$ cat src/sv/sit_pkg.sv
// Shared types and constants of the segment intersection test.
package sit_pkg;

  typedef enum logic [1:0] {
    TURN_COLLINEAR = 2'd0,
    TURN_CW        = 2'd1,
    TURN_CCW       = 2'd2
  } turn_t;

  // Point slots: 0 = A start, 1 = A end, 2 = B start, 3 = B end.
  // Orientation k looks at the ordered triple (TURN_A, TURN_B, TURN_C); the
  // bounding box test of that orientation checks TURN_C against segment
  // TURN_A-TURN_B.
  localparam logic [1:0] TURN_A [4] = '{2'd0, 2'd0, 2'd2, 2'd2};
  localparam logic [1:0] TURN_B [4] = '{2'd1, 2'd1, 2'd3, 2'd3};
  localparam logic [1:0] TURN_C [4] = '{2'd2, 2'd3, 2'd0, 2'd1};

  typedef struct packed {
    turn_t [3:0] turn;
    logic  [3:0] box;
  } turn_info_t;

endpackage

$ cat src/sv/sit_diff.sv
// Stage one: coordinate differences for the four cross products and the box tests.
module sit_diff
  import sit_pkg::*;
#(
  parameter int COORD_WIDTH = 16
) (
  input  logic                          clk,
  input  logic                          rst,
  input  logic                          en,
  input  logic                          in_valid,
  input  logic signed [COORD_WIDTH-1:0] px [4],
  input  logic signed [COORD_WIDTH-1:0] py [4],
  output logic                          valid,
  output logic signed [COORD_WIDTH:0]   dy_ab [4],
  output logic signed [COORD_WIDTH:0]   dx_bc [4],
  output logic signed [COORD_WIDTH:0]   dx_ab [4],
  output logic signed [COORD_WIDTH:0]   dy_bc [4],
  output logic [3:0]                    box
);

  localparam int W = COORD_WIDTH;

  logic signed [W:0] dy_ab_next [4];
  logic signed [W:0] dx_bc_next [4];
  logic signed [W:0] dx_ab_next [4];
  logic signed [W:0] dy_bc_next [4];
  logic [3:0]        box_next;

  for (genvar k = 0; k < 4; k++) begin : g_turn
    localparam logic [1:0] IA = TURN_A[k];
    localparam logic [1:0] IB = TURN_B[k];
    localparam logic [1:0] IC = TURN_C[k];

    // One extra bit keeps every difference exact.
    assign dy_ab_next[k] = $signed({py[IB][W-1], py[IB]}) - $signed({py[IA][W-1], py[IA]});
    assign dx_bc_next[k] = $signed({px[IC][W-1], px[IC]}) - $signed({px[IB][W-1], px[IB]});
    assign dx_ab_next[k] = $signed({px[IB][W-1], px[IB]}) - $signed({px[IA][W-1], px[IA]});
    assign dy_bc_next[k] = $signed({py[IC][W-1], py[IC]}) - $signed({py[IB][W-1], py[IB]});

    // Inside [min, max] is the same as below one end and above one end.
    assign box_next[k] =
        ((px[IC] <= px[IA]) || (px[IC] <= px[IB])) &&
        ((px[IC] >= px[IA]) || (px[IC] >= px[IB])) &&
        ((py[IC] <= py[IA]) || (py[IC] <= py[IB])) &&
        ((py[IC] >= py[IA]) || (py[IC] >= py[IB]));
  end

  always_ff @(posedge clk) begin
    if (rst) begin
      valid <= 1'b0;
    end else if (en) begin
      valid <= in_valid;
    end
  end

  always_ff @(posedge clk) begin
    if (en) begin
      dy_ab <= dy_ab_next;
      dx_bc <= dx_bc_next;
      dx_ab <= dx_ab_next;
      dy_bc <= dy_bc_next;
      box   <= box_next;
    end
  end

endmodule

$ cat config.mk
export PLATFORM = sky130hd
export DESIGN_NAME = sit_diff
export DESIGN_NICKNAME = d
export VERILOG_FILES = /design/src/sv/sit_pkg.sv /design/src/sv/sit_diff.sv
export SDC_FILE = /design/constraint.sdc
export NUM_CORES = 1
export LEC_CHECK = 0
export BUFFER_PORTS_ARGS = -buffer_cell sky130_fd_sc_hd__buf_4
export CORE_UTILIZATION = 50
export DETAILED_ROUTE_END_ITERATION = 10
export GPL_ROUTABILITY_DRIVEN = 1
export HOLD_SLACK_MARGIN = 0.02
export PLACE_DENSITY = 0.78
export REMOVE_ABC_BUFFERS = 1
export SYNTH_ARGS = -nofsm -noshare
export SYNTH_HDL_FRONTEND = slang
export SYNTH_SLANG_ARGS = --single-unit
$ cat constraint.sdc
create_clock -name clk -period 2.6 [get_ports clk]
set_input_delay 0.39 -clock clk [delete_from_list [all_inputs] [get_ports clk]]
set_output_delay 0.39 -clock clk [all_outputs]
set_load 0.1 [all_outputs]
==> run metrics <==
Peak supply drop 881 uV; die width 186 um; H-tree levels 1; drt wl/cell 20.0 um; Crit Path Category in2reg; CP cell instances buf_4 > inv_1 > ha_1 > and4_1 > o21ai_0 > a21oi_1 > o211ai_1 > a21boi_0 > o21ai_0 > buf_4 > xor2_1 > a22oi_1; FMAX 405 MHz; Worst path max stage delay 0.33 ns; CP max stage cell ha_1; Worst slew margin 0.620; PwrDens 764 nW/um^2; WHS 0.115 ns; post-synth cell types 81; Synth area leaders edfxtp_1, ha_1, xnor2_1, inv_1, a21oi_1; most common cell in the synthesized netlist ha_1; # nets final 2738; Root Buffer clkbuf_16; min cycle time layout 2.47 ns; CTS tree built; CP max FO 4; worst slew pin tran 0.567 ns; n_diodes 0; startpoint types input pin; ys async rst share 0; final setup vio count 0; Post-synth EDFFs 206; post-synthesis sequential area ratio 0.368; clk sink count 207; clk_lat worst skew 0.52 ns; CP bufs+invs 3; RSZ-0062 raised after global routing false; Iteration-0 DRC Markers 993; share of cells above drive strength 1 0.322; Worst Setup End Kind flip-flop; Post-CTS Setup Bufs 0; post-synthesis register bit count 207; Detailed Place HPWL 47.7 mm; Max Root-Sink Buffers 3; die height 186 um; post-synth top area share 0.366; final core utilization 0.696; cell family contributing the most delay on the critical path compound AO/OA/AOI/OAI gates; leakage dissipation 11.1 nW; Ports 409; Via-to-Cell Ratio 5.49; gp weighted congestion 0.993; via count 15.5k; synth warn 0; CTS buffer count 23; P&R area growth vs syn 35.4%; gr ovfl total 0; Worst Path Arrival 2.72 ns; clock-pin slew on the worst setup and hold paths 0.06 ns; DRC viols 0; drt pass-1 iters 6; Slew Limit Fails 0; mapped cell area 16900 um^2; Antenna Nets Post-Route 0; Final Hold Viols 0; Routed WL 56.4 mm; outcome completed; initial cell density of the core 0.514; Synth Flop Type edfxtp_1; largest net degree at the start of global routing 54; Core ar. 32900 um^2; area leader, netlist edfxtp_1; max-cap viol count 0; total track usage 0.321; Mapped Cells 1730; Filler Cells Inserted 2538; most frequent cells after synthesis ha_1, edfxtp_1, inv_1, nor2_1, a21oi_1; CP required 2.85 ns; vias in the first global route 15.3k; Min-Delay Path Class in2reg; syn_area_per_cell 9.76 um^2; initial antenna violation count 0; Worst Skew 0 ns; die area 34500 um^2; port buffer count 408; first-pass GRT wire length 83.0 mm; final worst-path cycle share 0.949; site row count 66
==> power breakdown <==
| part | internal, W | switching (W) |
|---|---|---|
| logic | 0.00247 | 0.00710 |
| registers | 0.00439 | 0.000272 |
| clock network | 0.00184 | 0.00140 |
| total | 0.00869 | 0.00877 |
==> routing by layer <==
layer  up-vias  part of all wire  wire length [um]  GRT usage
met5         -                 0                 0          0
met1      7355              0.39             21800      0.368
met3       120             0.065              3660     0.0456
met2       644              0.50             28400      0.589
met4         0             0.044              2500      0.138
li1       7357                 -                 -          -
==> layout make-up <==
cell class | count | area, um^2 | share of cell area
Clock buffer | 27 | 591 | 0.0258
Clock inverter | 15 | 145 | 0.00635
Inverter | 206 | 773 | 0.0338
Multi-Input combinational cell | 1221 | 9270 | 0.406
Sequential cell | 207 | 6210 | 0.271
Tap cell | 442 | 553 | 0.0242
Timing Repair Buffer | 703 | 5320 | 0.233
==> flip-flops by register name, summed over array words and instances (netlist names) <==
signal,cells
dx_bc,67
dy_bc,67
dx_ab,34
dy_ab,34
box,4
valid,1
==> worst paths after layout <==
| path | from | to | slack (ns) | depth (start not counted) |
|---|---|---|---|---|
| worst min register to register | valid | valid | 0.52 | 2 |
| worst max-delay path | py[38] | box[3] | 0.13 | 12 |
| worst max register to register | valid | valid | 2.00 | 2 |
| worst min-delay path | in_valid | valid | 0.11 | 3 |
==> worst min-delay path, delay by kind of cell <==
family / cells / cell delay (ns)
buf+inv: 1 / 0.08
mux: 1 / 0.06
simple gates: 1 / 0.08
==> cells by family (layout without fill, tap and decap cells) <==
group,count (synthesis),in the layout,synth area share
mux,7,7,0.00422
xor+xnor,147,147,0.0762
buf+inv,302,951,0.0834
flops,207,207,0.368
simple gates,394,394,0.114
fa+ha+maj,244,244,0.186
compound gates,429,429,0.169
==> per-stage QoR <==
step	setup TNS, ns	instances	cell area (um^2)	power [W]	setup WS [ns]
floorplan	0	1634	16300	0.0115	0.0144
global placement	-9.69	2778	22100	0.0141	-0.339
detailed placement	-13.33	2778	22100	0.0142	-0.465
CTS	0	2821	22900	0.0175	0.0847
global route	0	2821	22900	0.0181	0.00176
finish	0	2821	22900	0.0175	0.132
==> placed cells by master, fill, tap and decap left out, types with 6 or more instances in the layout <==
master     instances
buf_4            698
nand2_1           79
a21o_1            62
a21oi_1          111
nor4_1             8
clkbuf_16         23
nand2b_1          27
a311oi_1           6
xnor2_1          101
o21bai_1          16
or3_1             13
a21boi_0          14
nand4_1           18
o21ai_0           84
o211ai_1          14
nand3_1           20
o21a_1            18
xor2_1            46
clkinv_2           6
o21ai_1           14
and3_1            13
inv_1            205
ha_1             232
nor3_1            33
mux2i_1            6
a31oi_1           11
fa_1              12
a211oi_1          10
nor2b_1           37
edfxtp_1         206
nor2_1           126
==> repair_timing <==
item | in CTS | in global routing
endpoints found under the setup margin | 0 | 2
gates resized for setup | 0 | 1
hold buffers | 1 | 0
endpoints found under the hold margin | 1 | 0
Note: power is estimated with default switching activity, not from simulation.
